`src/rtl/tbrl_pkg.sv`:
```
// Token bucket rate limiter: shared types and constants.
// No dependencies; used by every other file of the block.
package tbrl_pkg;

   localparam int TIME_W   = 64;
   localparam int RATE_W   = 30;
   localparam int BURST_W  = 16;
   localparam int COUNT_W  = 16;
   localparam int STATUS_W = 2;
   localparam int ACTION_W = 2;
   localparam int DIV_CNT_W = 6;

   localparam logic [TIME_W-1:0]    NS_PER_SECOND  = 64'd1000000000;
   localparam logic [RATE_W-1:0]    RATE_RESET     = 30'd1000;
   localparam logic [BURST_W-1:0]   BURST_RESET    = 16'd16;
   localparam logic [RATE_W-1:0]    INTERVAL_RESET = 30'd1000000;
   localparam logic [DIV_CNT_W-1:0] DIV_LAST       = 6'd63;

   localparam logic CSR_RATE  = 1'b0;
   localparam logic CSR_BURST = 1'b1;

   localparam logic [ACTION_W-1:0] ACT_QUERY = 2'd0;
   localparam logic [ACTION_W-1:0] ACT_ONE   = 2'd1;
   localparam logic [ACTION_W-1:0] ACT_MANY  = 2'd2;

   localparam logic [STATUS_W-1:0] STAT_OK     = 2'd0;
   localparam logic [STATUS_W-1:0] STAT_WAIT   = 2'd1;
   localparam logic [STATUS_W-1:0] STAT_EXCEED = 2'd2;

   typedef enum logic [2:0] {
      ST_IDLE,
      ST_INTERVAL,
      ST_CHECK,
      ST_DIVIDE,
      ST_ACT
   } state_type;

   typedef struct packed {
      logic busy;
      logic done;
   } div_status_type;

endpackage

```
`src/rtl/tbrl_if.sv`:
```
// Token bucket rate limiter: request and response channel interfaces.
// Depends on tbrl_pkg for field widths.
interface tbrl_req_if;
   logic                          valid;
   logic                          ready;
   logic [tbrl_pkg::ACTION_W-1:0] action;
   logic [tbrl_pkg::TIME_W-1:0]   now_ns;
   logic [tbrl_pkg::BURST_W-1:0]  request_count;

   modport source (output valid, output action, output now_ns, output request_count,
                   input ready);
   modport sink   (input valid, input action, input now_ns, input request_count,
                   output ready);
endinterface

interface tbrl_rsp_if;
   logic                          valid;
   logic                          ready;
   logic [tbrl_pkg::STATUS_W-1:0] status;
   logic [tbrl_pkg::COUNT_W-1:0]  tokens_left;

   modport source (output valid, output status, output tokens_left, input ready);
   modport sink   (input valid, input status, input tokens_left, output ready);
endinterface

```
`src/rtl/tbrl_divider.sv`:
```
// Token bucket rate limiter: shared restoring divider, one quotient bit per cycle.
// 64-bit dividend by 30-bit divisor. Depends on tbrl_pkg.
module tbrl_divider (
   input  logic                          clock,
   input  logic                          reset,
   input  logic                          start,
   input  logic [tbrl_pkg::TIME_W-1:0]   dividend,
   input  logic [tbrl_pkg::RATE_W-1:0]   divisor,
   output tbrl_pkg::div_status_type      status,
   output logic [tbrl_pkg::TIME_W-1:0]   quotient
);

   logic [tbrl_pkg::TIME_W-1:0]    quo_ff, quo_in;
   logic [tbrl_pkg::RATE_W-1:0]    rem_ff, rem_in;
   logic [tbrl_pkg::RATE_W-1:0]    dsr_ff, dsr_in;
   logic [tbrl_pkg::DIV_CNT_W-1:0] cnt_ff, cnt_in;
   logic                           busy_ff, busy_in;
   logic                           done_ff, done_in;

   logic [tbrl_pkg::RATE_W:0]   shifted;
   logic [tbrl_pkg::RATE_W+1:0] diff;
   logic                        fits;

   assign shifted = {rem_ff, quo_ff[tbrl_pkg::TIME_W-1]};
   assign diff    = {1'b0, shifted} - {2'b00, dsr_ff};
   assign fits    = ~diff[tbrl_pkg::RATE_W+1];

   always_comb begin
      quo_in  = quo_ff;
      rem_in  = rem_ff;
      dsr_in  = dsr_ff;
      cnt_in  = cnt_ff;
      busy_in = busy_ff;
      done_in = 1'b0;
      if (start) begin
         quo_in  = dividend;
         rem_in  = '0;
         dsr_in  = divisor;
         cnt_in  = '0;
         busy_in = 1'b1;
      end else if (busy_ff) begin
         rem_in = fits ? diff[tbrl_pkg::RATE_W-1:0] : shifted[tbrl_pkg::RATE_W-1:0];
         quo_in = {quo_ff[tbrl_pkg::TIME_W-2:0], fits};
         cnt_in = cnt_ff + tbrl_pkg::DIV_CNT_W'(1);
         if (cnt_ff == tbrl_pkg::DIV_LAST) begin
            busy_in = 1'b0;
            done_in = 1'b1;
         end
      end
   end

   always_ff @(posedge clock) begin
      quo_ff <= quo_in;
      rem_ff <= rem_in;
      dsr_ff <= dsr_in;
      if (reset) begin
         cnt_ff  <= '0;
         busy_ff <= 1'b0;
         done_ff <= 1'b0;
      end else begin
         cnt_ff  <= cnt_in;
         busy_ff <= busy_in;
         done_ff <= done_in;
      end
   end

   assign status.busy = busy_ff;
   assign status.done = done_ff;
   assign quotient    = quo_ff;

endmodule

```
`src/rtl/token_bucket_rate_limiter_unit.sv`:
```
// Token bucket rate limiter, top level: sequencer, bucket state and CSRs.
// Depends on tbrl_pkg, tbrl_if and tbrl_divider.
//
// Usage: each request on req_bus carries an action, a nanosecond timestamp
// and a token count; one response per request leaves on rsp_bus with a status
// and the tokens left. The bucket is refilled from the elapsed time first,
// which needs elapsed / interval in the shared bit-serial divider.
// Each request is registered, checked for a refill (ST_CHECK), divided in
// ST_DIVIDE if one is due, and written to the response register in ST_ACT;
// one request at a time. A write of tokens_per_second recomputes the interval
// as 1e9 / rate in the same divider (0 for a rate of 0), and req_bus is not
// ready meanwhile. A write of burst_limit reloads the token count at once.
// req_bus is also held off in any cycle with a CSR write.
// Reset: rate 1000, burst 16, interval 1000000 ns, 16 tokens, last refill 0.
// The response is held in an output register; while the receiver stalls the
// next request may be taken and worked on, and waits for that register.
module token_bucket_rate_limiter_unit #(
   parameter int TOKEN_WIDTH = 16
) (
   input  logic                          clock,
   input  logic                          reset,
   tbrl_req_if.sink                      req_bus,
   tbrl_rsp_if.source                    rsp_bus,
   input  logic                          csr_write_enable,
   input  logic                          csr_index,
   input  logic [tbrl_pkg::RATE_W-1:0]   csr_write_data
);

   localparam int CW = (TOKEN_WIDTH > tbrl_pkg::BURST_W) ? TOKEN_WIDTH : tbrl_pkg::BURST_W;
   localparam logic [CW-1:0] TOKEN_MAX_W = CW'({TOKEN_WIDTH{1'b1}});

   tbrl_pkg::state_type state_ff, state_in;

   logic [tbrl_pkg::RATE_W-1:0]   rate_ff, rate_in;
   logic [tbrl_pkg::BURST_W-1:0]  burst_ff, burst_in;
   logic [tbrl_pkg::RATE_W-1:0]   interval_ff, interval_in;
   logic [TOKEN_WIDTH-1:0]        count_ff, count_in;
   logic [tbrl_pkg::TIME_W-1:0]   last_ff, last_in;
   logic [tbrl_pkg::TIME_W-1:0]   now_ff, now_in;
   logic [tbrl_pkg::TIME_W-1:0]   elapsed_ff, elapsed_in;
   logic [tbrl_pkg::ACTION_W-1:0] action_ff, action_in;
   logic [tbrl_pkg::BURST_W-1:0]  want_ff, want_in;
   logic                          pend_ff, pend_in;
   logic                          rsp_valid_ff, rsp_valid_in;
   logic [tbrl_pkg::STATUS_W-1:0] rsp_status_ff, rsp_status_in;
   logic [tbrl_pkg::COUNT_W-1:0]  rsp_tokens_ff, rsp_tokens_in;

   logic                          div_start;
   logic [tbrl_pkg::TIME_W-1:0]   div_dividend;
   logic [tbrl_pkg::RATE_W-1:0]   div_divisor;
   tbrl_pkg::div_status_type      div_status;
   logic [tbrl_pkg::TIME_W-1:0]   div_quotient;

   logic                   req_accept;
   logic                   rsp_free;
   logic                   refill_due;
   logic [CW-1:0]          burst_w;
   logic [CW-1:0]          csr_burst_w;
   logic [TOKEN_WIDTH-1:0] cap;
   logic [TOKEN_WIDTH-1:0] csr_cap;
   logic [TOKEN_WIDTH:0]   refill_sum;
   logic [TOKEN_WIDTH-1:0] refilled;
   logic [CW-1:0]          count_w;
   logic [CW-1:0]          want_w;
   logic [TOKEN_WIDTH-1:0] act_count;
   logic [tbrl_pkg::STATUS_W-1:0] act_status;
   logic [CW-1:0]          act_count_w;

   tbrl_divider u_divider (
      .clock    (clock),
      .reset    (reset),
      .start    (div_start),
      .dividend (div_dividend),
      .divisor  (div_divisor),
      .status   (div_status),
      .quotient (div_quotient)
   );

   assign req_bus.ready = (state_ff == tbrl_pkg::ST_IDLE) && !pend_ff && !csr_write_enable;
   assign req_accept    = req_bus.valid && req_bus.ready;
   assign rsp_free      = !rsp_valid_ff || rsp_bus.ready;

   assign burst_w     = CW'(burst_ff);
   assign csr_burst_w = CW'(csr_write_data[tbrl_pkg::BURST_W-1:0]);
   assign cap     = TOKEN_WIDTH'((burst_w > TOKEN_MAX_W) ? TOKEN_MAX_W : burst_w);
   assign csr_cap = TOKEN_WIDTH'((csr_burst_w > TOKEN_MAX_W) ? TOKEN_MAX_W : csr_burst_w);

   assign refill_due = (interval_ff != '0) &&
                       (elapsed_ff >= tbrl_pkg::TIME_W'(interval_ff));

   // quotient is only summed when it does not exceed the cap
   assign refill_sum = (TOKEN_WIDTH+1)'(count_ff) +
                       (TOKEN_WIDTH+1)'(div_quotient[TOKEN_WIDTH-1:0]);
   always_comb begin
      if (div_quotient > tbrl_pkg::TIME_W'(cap)) begin
         refilled = cap;
      end else if (refill_sum > (TOKEN_WIDTH+1)'(cap)) begin
         refilled = cap;
      end else begin
         refilled = refill_sum[TOKEN_WIDTH-1:0];
      end
   end

   assign count_w = CW'(count_ff);
   assign want_w  = CW'(want_ff);
   always_comb begin
      act_count  = count_ff;
      act_status = tbrl_pkg::STAT_OK;
      case (action_ff)
         tbrl_pkg::ACT_ONE: begin
            if (count_ff != '0) begin
               act_count = count_ff - TOKEN_WIDTH'(1);
            end else begin
               act_status = tbrl_pkg::STAT_WAIT;
            end
         end
         tbrl_pkg::ACT_MANY: begin
            if (want_ff > burst_ff) begin
               act_status = tbrl_pkg::STAT_EXCEED;
            end else if (count_w >= want_w) begin
               act_count = TOKEN_WIDTH'(count_w - want_w);
            end else begin
               act_status = tbrl_pkg::STAT_WAIT;
            end
         end
         default: begin
            act_count  = count_ff;
            act_status = tbrl_pkg::STAT_OK;
         end
      endcase
   end
   assign act_count_w = CW'(act_count);

   // next state
   always_comb begin
      state_in = state_ff;
      case (state_ff)
         tbrl_pkg::ST_IDLE: begin
            if (pend_ff && !csr_write_enable && rate_ff != '0) begin
               state_in = tbrl_pkg::ST_INTERVAL;
            end else if (req_accept) begin
               state_in = tbrl_pkg::ST_CHECK;
            end
         end
         tbrl_pkg::ST_INTERVAL: begin
            if (div_status.done) begin
               state_in = tbrl_pkg::ST_IDLE;
            end
         end
         tbrl_pkg::ST_CHECK: begin
            state_in = refill_due ? tbrl_pkg::ST_DIVIDE : tbrl_pkg::ST_ACT;
         end
         tbrl_pkg::ST_DIVIDE: begin
            if (div_status.done) begin
               state_in = tbrl_pkg::ST_ACT;
            end
         end
         tbrl_pkg::ST_ACT: begin
            if (rsp_free) begin
               state_in = tbrl_pkg::ST_IDLE;
            end
         end
         default: begin
            state_in = tbrl_pkg::ST_IDLE;
         end
      endcase
   end

   // datapath and outputs
   always_comb begin
      rate_in       = rate_ff;
      burst_in      = burst_ff;
      interval_in   = interval_ff;
      count_in      = count_ff;
      last_in       = last_ff;
      now_in        = now_ff;
      elapsed_in    = elapsed_ff;
      action_in     = action_ff;
      want_in       = want_ff;
      pend_in       = pend_ff;
      rsp_valid_in  = rsp_valid_ff && !rsp_bus.ready;
      rsp_status_in = rsp_status_ff;
      rsp_tokens_in = rsp_tokens_ff;
      div_start     = 1'b0;
      div_dividend  = elapsed_ff;
      div_divisor   = interval_ff;

      case (state_ff)
         tbrl_pkg::ST_IDLE: begin
            if (pend_ff && !csr_write_enable) begin
               pend_in = 1'b0;
               if (rate_ff == '0) begin
                  interval_in = '0;
               end else begin
                  div_start    = 1'b1;
                  div_dividend = tbrl_pkg::NS_PER_SECOND;
                  div_divisor  = rate_ff;
               end
            end else if (req_accept) begin
               action_in  = req_bus.action;
               now_in     = req_bus.now_ns;
               want_in    = req_bus.request_count;
               elapsed_in = req_bus.now_ns - last_ff;
            end
         end
         tbrl_pkg::ST_INTERVAL: begin
            if (div_status.done) begin
               interval_in = div_quotient[tbrl_pkg::RATE_W-1:0];
            end
         end
         tbrl_pkg::ST_CHECK: begin
            div_start = refill_due;
         end
         tbrl_pkg::ST_DIVIDE: begin
            if (div_status.done) begin
               count_in = refilled;
               last_in  = now_ff;
            end
         end
         tbrl_pkg::ST_ACT: begin
            if (rsp_free) begin
               count_in      = act_count;
               rsp_valid_in  = 1'b1;
               rsp_status_in = act_status;
               rsp_tokens_in = act_count_w[tbrl_pkg::COUNT_W-1:0];
            end
         end
         default: begin
            pend_in = pend_ff;
         end
      endcase

      if (csr_write_enable) begin
         case (csr_index)
            tbrl_pkg::CSR_RATE: begin
               rate_in = csr_write_data;
               pend_in = 1'b1;
            end
            tbrl_pkg::CSR_BURST: begin
               burst_in = csr_write_data[tbrl_pkg::BURST_W-1:0];
               count_in = csr_cap;
            end
            default: begin
               pend_in = pend_ff;
            end
         endcase
      end
   end

   always_ff @(posedge clock) begin
      now_ff        <= now_in;
      elapsed_ff    <= elapsed_in;
      action_ff     <= action_in;
      want_ff       <= want_in;
      rsp_status_ff <= rsp_status_in;
      rsp_tokens_ff <= rsp_tokens_in;
      if (reset) begin
         state_ff     <= tbrl_pkg::ST_IDLE;
         rate_ff      <= tbrl_pkg::RATE_RESET;
         burst_ff     <= tbrl_pkg::BURST_RESET;
         interval_ff  <= tbrl_pkg::INTERVAL_RESET;
         count_ff     <= TOKEN_WIDTH'(tbrl_pkg::BURST_RESET);
         last_ff      <= '0;
         pend_ff      <= 1'b0;
         rsp_valid_ff <= 1'b0;
      end else begin
         state_ff     <= state_in;
         rate_ff      <= rate_in;
         burst_ff     <= burst_in;
         interval_ff  <= interval_in;
         count_ff     <= count_in;
         last_ff      <= last_in;
         pend_ff      <= pend_in;
         rsp_valid_ff <= rsp_valid_in;
      end
   end

   assign rsp_bus.valid       = rsp_valid_ff;
   assign rsp_bus.status      = rsp_status_ff;
   assign rsp_bus.tokens_left = rsp_tokens_ff;

endmodule

```
`src/flat_wrapper.sv`:
```
// flat-port wrapper written by rule: the top's interface ports become plain ports
module token_bucket_rate_limiter_unit_flat 
#(
   parameter int TOKEN_WIDTH = 16
)
  (clock, reset, csr_write_enable, csr_index, csr_write_data, req_bus_valid, req_bus_action, req_bus_now_ns, req_bus_request_count, req_bus_ready, rsp_bus_valid, rsp_bus_status, rsp_bus_tokens_left, rsp_bus_ready);
  tbrl_req_if req_bus_i ();
  tbrl_rsp_if rsp_bus_i ();
  input  logic clock;
  input  logic reset;
  input  logic csr_write_enable;
  input  logic csr_index;
  input  logic [tbrl_pkg::RATE_W-1:0] csr_write_data;
  input wire logic [$bits(req_bus_i.valid)-1:0] req_bus_valid;
  input wire logic [$bits(req_bus_i.action)-1:0] req_bus_action;
  input wire logic [$bits(req_bus_i.now_ns)-1:0] req_bus_now_ns;
  input wire logic [$bits(req_bus_i.request_count)-1:0] req_bus_request_count;
  output wire logic [$bits(req_bus_i.ready)-1:0] req_bus_ready;
  output wire logic [$bits(rsp_bus_i.valid)-1:0] rsp_bus_valid;
  output wire logic [$bits(rsp_bus_i.status)-1:0] rsp_bus_status;
  output wire logic [$bits(rsp_bus_i.tokens_left)-1:0] rsp_bus_tokens_left;
  input wire logic [$bits(rsp_bus_i.ready)-1:0] rsp_bus_ready;
  assign req_bus_i.valid = req_bus_valid;
  assign req_bus_i.action = req_bus_action;
  assign req_bus_i.now_ns = req_bus_now_ns;
  assign req_bus_i.request_count = req_bus_request_count;
  assign req_bus_ready = req_bus_i.ready;
  assign rsp_bus_valid = rsp_bus_i.valid;
  assign rsp_bus_status = rsp_bus_i.status;
  assign rsp_bus_tokens_left = rsp_bus_i.tokens_left;
  assign rsp_bus_i.ready = rsp_bus_ready;
  token_bucket_rate_limiter_unit #(.TOKEN_WIDTH(TOKEN_WIDTH)) u_core (.clock(clock), .reset(reset), .req_bus(req_bus_i), .rsp_bus(rsp_bus_i), .csr_write_enable(csr_write_enable), .csr_index(csr_index), .csr_write_data(csr_write_data));
endmodule
```
`config.mk`:
```
export PLATFORM = sky130hd
export DESIGN_NAME = token_bucket_rate_limiter_unit_flat
export DESIGN_NICKNAME = d
export VERILOG_FILES = /design/src/rtl/tbrl_pkg.sv /design/src/rtl/tbrl_if.sv /design/src/rtl/tbrl_divider.sv /design/src/rtl/token_bucket_rate_limiter_unit.sv /design/src/flat_wrapper.sv
export SDC_FILE = /design/constraint.sdc
export NUM_CORES = 1
export LEC_CHECK = 0
export ABC_AREA = 0
export CAP_MARGIN = 20
export CORE_MARGIN = 5
export CORE_UTILIZATION = 56
export CTS_CLUSTER_DIAMETER = 60
export DETAILED_ROUTE_END_ITERATION = 10
export DONT_BUFFER_PORTS = 1
export HOLD_SLACK_MARGIN = 0.03
export PLACE_DENSITY_LB_ADDON = 0.1
export RECOVER_POWER = 25
export SYNTH_ARGS = -nofsm -noshare
export SYNTH_HDL_FRONTEND = slang
export SYNTH_HIERARCHICAL = 1
export SYNTH_SLANG_ARGS = --single-unit
```
`constraint.sdc`:
```
create_clock -name clock -period 8.3 [get_ports clock]
set_clock_uncertainty 0.1 [all_clocks]
set_input_delay 0.83 -clock clock [delete_from_list [all_inputs] [get_ports clock]]
set_output_delay 0.83 -clock clock [all_outputs]
set_load 0.02 [all_outputs]
```
Yosys cells after proc, flatten, opt, wreduce, memory -nomap -nowiden
Index checks and enable logic that the tools add are counted.
- add/subtract/negate cells: 6
- magnitude comparators: 7
- equality and inequality tests: 13
- muxes and demuxes: 50
- bitwise operators: 4
- reduce and logical (&&, ||, !) cells: 28
- operators by type and width (operator ; number):
    64-bit two-way mux ; 5
    30-bit two-way mux ; 7
    16-bit two-way mux ; 11
    64-bit by 30-bit greater-or-equal comparator with 1-bit output ; 1
    64-bit by 16-bit greater-than comparator with 1-bit output ; 1
    16-bit one-hot mux with 2 select lines ; 2
    64-bit subtractor ; 1
    30-bit one-hot mux with 2 select lines ; 1
    30-bit nonzero test ; 2
    16-bit greater-than comparator, second input constant ; 2
    31-bit by 30-bit subtractor with 32-bit output ; 1
    30-bit zero test ; 1
    3-bit two-way mux ; 6
    16-bit by 16-bit adder with 17-bit output ; 1
    17-bit by 16-bit greater-than comparator with 1-bit output ; 1
    16-bit greater-or-equal comparator ; 1
    16-bit greater-than comparator ; 1
    16-bit nonzero test ; 1
    16-bit by 1-bit subtractor with 16-bit output, second input constant ; 1
    16-bit subtractor ; 1
    3-bit one-hot mux with 5 select lines ; 1
    1-bit two-way mux ; 14
    2-bit inequality test, second input constant ; 4
    2-bit AND reduction ; 4
    22 further kinds ; 37
- register bits: 457
- output and inout port bits: 20
- logic and storage cells: 128

Depth between registers and ports, before layout
- word-level depth: 9
- mapped depth: 22

Hierarchy
The synthesis kept the hierarchy.
- by module, submodules not included (module ; times used ; cells an instance ; area each (sq um)):
    token_bucket_rate_limiter_unit ; 1 ; 2253 ; 20044.2
    tbrl_divider ; 1 ; 615 ; 6911.6

Least setup slack after synthesis
Ideal clock, no wire load.
- kind: register to register
- start: reg u_core/interval_ff[17] in the netlist's numbering
- end: reg u_core.u_divider.quo_ff, in the netlist u_core/u_divider/quotient[0], enable pin
- setup time: 0.424 ns
- arrival time: 5.749 ns
- required time: 7.776 ns
- path slack: 2.027 ns
- stages on the path, launching flop included: 16
- buffers on the path: 2
- path through: dfxtp_1 > inv_1 > ha_1 > a21o_1 > a21o_1 > a21o_1 > a211oi_1 > o21ai_0 > a22oi_1 > nand4_1 > nand2_1 > o21ai_0 > clkbuf_1 > clkbuf_1 > inv_1 > nand2_1
- longest elaborated chain between the ends: 4
- elaborated cells on any way between the ends: 5
- RTL lines (what ; line ; source):
    start, declared ; token_bucket_rate_limiter_unit.sv:36 ; logic [tbrl_pkg::RATE_W-1:0] interval_ff, interval_in;
    start signal, assigned ; token_bucket_rate_limiter_unit.sv:261 ; interval_ff <= tbrl_pkg::INTERVAL_RESET;
    start signal, assigned ; token_bucket_rate_limiter_unit.sv:270 ; interval_ff <= interval_in;
    64-bit by 30-bit greater-or-equal comparator with 1-bit output / 30-bit nonzero test (equally long branches) ; token_bucket_rate_limiter_unit.sv:89, token_bucket_rate_limiter_unit.sv:88 ;
    1-bit logical AND (*) ; token_bucket_rate_limiter_unit.sv:88 ; assign refill_due = (interval_ff != '0) &&
    1-bit one-hot mux with 2 select lines (*) ; token_bucket_rate_limiter_unit.sv:188 ; case (state_ff)
    named net u_core.div_start ; token_bucket_rate_limiter_unit.sv:48 ; logic div_start;
    2-bit nonzero test (no line) (*) ; - ;
    end signal, assigned ; tbrl_divider.sv:53 ; quo_ff <= quo_in;
    end, declared ; tbrl_divider.sv:13 ; logic [tbrl_pkg::TIME_W-1:0] quo_ff, quo_in;
The timed path passes the listed nets; every way through them passes the cells marked *.
A chain may end at the register's enable or synchronous reset.

Worst setup path after layout
- start: reg u_core.count_ff[1]
- end: reg u_core.count_ff[3]
- longest elaborated chain between the ends: 8
- elaborated cells on any way between the ends: 17
- RTL lines (what ; line ; source):
    start, declared ; token_bucket_rate_limiter_unit.sv:37 ; logic [TOKEN_WIDTH-1:0] count_ff, count_in;
    start signal, assigned ; token_bucket_rate_limiter_unit.sv:262 ; count_ff <= TOKEN_WIDTH'(tbrl_pkg::BURST_RESET);
    start signal, assigned ; token_bucket_rate_limiter_unit.sv:271 ; count_ff <= count_in;
    16-bit by 16-bit adder with 17-bit output (tied with other cells) ; token_bucket_rate_limiter_unit.sv:92 ; assign refill_sum = (TOKEN_WIDTH+1)'(count_ff) +
    17-bit by 16-bit greater-than comparator with 1-bit output / 16-bit two-way mux (equally long branches) ; token_bucket_rate_limiter_unit.sv:97, token_bucket_rate_limiter_unit.sv:120 ;
    16-bit two-way mux (on tied branches) ; token_bucket_rate_limiter_unit.sv:97, token_bucket_rate_limiter_unit.sv:118 ;
    16-bit two-way mux / 16-bit one-hot mux with 2 select lines (equally long branches) ; token_bucket_rate_limiter_unit.sv:95, token_bucket_rate_limiter_unit.sv:109 ;
    16-bit two-way mux (on tied branches) ; token_bucket_rate_limiter_unit.sv:215, token_bucket_rate_limiter_unit.sv:221 ;
    16-bit one-hot mux with 2 select lines (*) ; token_bucket_rate_limiter_unit.sv:188 ;
    16-bit two-way mux ; token_bucket_rate_limiter_unit.sv:234 ; case (csr_index)
    16-bit two-way mux (*) ; token_bucket_rate_limiter_unit.sv:233 ; if (csr_write_enable) begin
Every way passes the cells marked *; elsewhere a longest branch is shown, timed or not.

==> results.yml <==
status:
  outcome: "finished with violations"
  failed_checks: "max-capacitance violations, max-slew violations"
clock_network:
  cts_root_buf: "clkbuf_16"
  cts.clk_slew.worst_paths_ns: 0.06
  cts_tree: "yes"
  cts_resized: 0
  cts.sinks: 457
  htreeDepth: 2
  insertion_delay_ns: 0.62
  ctsLongestPathBuffers: 3
  ctsHoldBuffers: 0
  post_cts_buffers: 0
  numCtsBuffers: 54
timing:
  setup_viol: 0
  setup_tns_ns: 0
  fin_crit_ns: 5.44
  finalCritPeriodShare_pct: 65.6
  worst_slack_ns: 2.86
  hold_viol_final: 0
  slew_viol_final: 73
  max-slew-margin-rel_pct: -24.6
  rsz0062_at_grt: "no"
  timing.fmax_mhz: 184
  tightest_slew_ns: 1.87
power_and_ir_drop:
  switching_share_pct: 31.8
  power_density_nw_per_um2: 241
  p_switching_w: 0.00224
  peakVddDrop_mv: 0.182
  pwr-share-seq_pct: 40.3
  p_int_w: 0.00480
  total_leakage_power_nw: 10.8
  combPwrFrac_pct: 25.6
  p_clk_share_pct: 34.1
floorplan:
  num_rows: 80
  die_y_um: 229
  core_area_um2: 47600
  start_util_pct: 56.6
  die-area_um2: 52600
  die_x_um: 229
  pin_count: 138
global_route:
  antenna_found_initial: 1
  grtUsageTotal_pct: 27.0
  grt_start_max_net_pins: 163
  grt_pass1_wl_mm: 115
  grt_remaining_overflow: 0
  grt_pass1_vias: 20600
detailed_routing:
  via_count: 21300
  drc: 0
  drtAntennaViolNets: 0
  first_pass_iters: 5
  viasPerCell: 6.15
  wl_per_cell_um: 21.1
  dr.first_iter.drc_count: 1989
  drt-total-wl_mm: 73.0
placement:
  portBuffers: 0
  place_ws_ns: 3.05
  gp_congestion: 0.951
  dp_hpwl_mm: 53.5
worst_setup_path:
  cp_data_required_time_ns: 8.68
  path_max_fanout: 18
  start_kind: "flop"
  cp-end-kind: "flop"
  critical_path_class: "reg -> reg"
  cp_data_arrival_time_ns: 5.82
finish:
  finalNetCount: 3133
  fill_cells: 4043
  drive_gt1_share_pct: 8.60
  n_antenna_cell: 0
  area_growth_pct: 8.22
synthesis:
  synthCells: 2867
  synth_area_per_cell_um2: 9.40
  synth_warnings: 6
  syn_nets: 3197
  syn-cell-area_um2: 26900
hold_path:
  min_path_type: "in -> reg"
job:
  drv_cap: 2
worst paths after layout:
kind / from / slack (ns) / cells after the start / to
max: u_core/count_ff[1]$_SDFF_PP0_ / 2.86 / 19 / u_core/count_ff[3]$_SDFF_PP0_
min: reset / 0.20 / 1 / u_core/last_ff[63]$_SDFFE_PP0P_
max reg2reg: u_core/count_ff[1]$_SDFF_PP0_ / 2.86 / 19 / u_core/count_ff[3]$_SDFF_PP0_
min reg2reg: u_core/last_ff[37]$_SDFFE_PP0P_ / 0.35 / 2 / u_core/last_ff[37]$_SDFFE_PP0P_
registers in the layout (all words and copies together) (netlist names), 6 cells and up:
register	cells
u_core/last_ff	64
u_core/rate_ff	30
u_core/count_ff	16
u_core/elapsed_ff	64
u_core/u_divider/dsr_ff	30
u_core/burst_ff	16
u_core/u_divider/quotient	64
u_core/interval_ff	30
u_core/want_ff	16
u_core/rsp_bus.tokens_left	16
u_core/now_ff	64
u_core/u_divider/cnt_ff	6
u_core/u_divider/rem_ff	30
final cells by class:
class / instances / area [um2] / share of cell area, %
flip-flops and latches: 457 / 11700 / 40.2
clock buffers: 79 / 1560 / 5.34
well taps: 615 / 769 / 2.64
inverters: 213 / 800 / 2.74
repair buffers: 16 / 125 / 0.429
clock inverters: 23 / 268 / 0.918
multi-input cells: 2061 / 13900 / 47.7
worst max-delay path, stage by stage, from the launching register on:
cell	delay, ns
dfxtp_1	0.57
ha_1	0.31
a21oi_1	0.21
o211ai_1	0.16
o41ai_1	0.77
o21ba_2	0.24
o21ai_0	0.08
a21oi_1	0.19
xnor2_1	0.19
ha_1	0.30
nand3_1	0.13
nor2_1	0.06
a221oi_1	0.23
o21ai_0	0.15
a221oi_1	0.30
o221a_2	0.24
o21ai_2	0.28
mux2_2	0.39
a221oi_1	0.27
a211oi_1	0.13
layout by cell type (no fill, tap or decap), drive strengths merged, types with 26 or more instances in the layout:
cell type,count
a211oi,34
clkbuf,83
and2,57
xor2,39
nand4,48
dfxtp,199
nand2b,38
xnor2,70
nor2,185
nand2,379
a21o,75
a311oi,27
nor4,40
nand3,42
ha,208
a22oi,28
mux2,104
nor3,40
o21ai,118
inv,219
edfxtp,258
a31oi,26
a21oi,250
metrics by stage:
stage	instance area, um2	util (%)	hold WS (ns)	power, W	instances
final	29200	61.2	0.200	0.00704	3464
after global routing	29200	61.2	0.173	0.00741	3464
after CTS	29200	61.2	0.157	0.00707	3463
after detailed placement	27400	57.4	0.343	0.00465	3361
after global placement	27300	57.3	0.339	0.00461	3360
after floorplan	26900	-	0.336	0.00427	2867
power by group through the flow:
stage | Sequential, W | Clock [W] | Combinational [W]
global placement | 0.00288 | 0 | 0.00173
detailed placement | 0.00288 | 0 | 0.00177
finish | 0.00284 | 0.00240 | 0.00181
global route | 0.00286 | 0.00255 | 0.00201
floorplan | 0.00281 | 0 | 0.00146
CTS | 0.00283 | 0.00245 | 0.00179
per-layer routing:
| layer | track usage [%] | wire (um) |
|---|---|---|
| met5 | 0 | 0 |
| met4 | 7.54 | 1710 |
| met1 | 37.4 | 32400 |
| met3 | 4.58 | 4990 |
| met2 | 44.1 | 33900 |
Power figures use the tool's default switching activity.
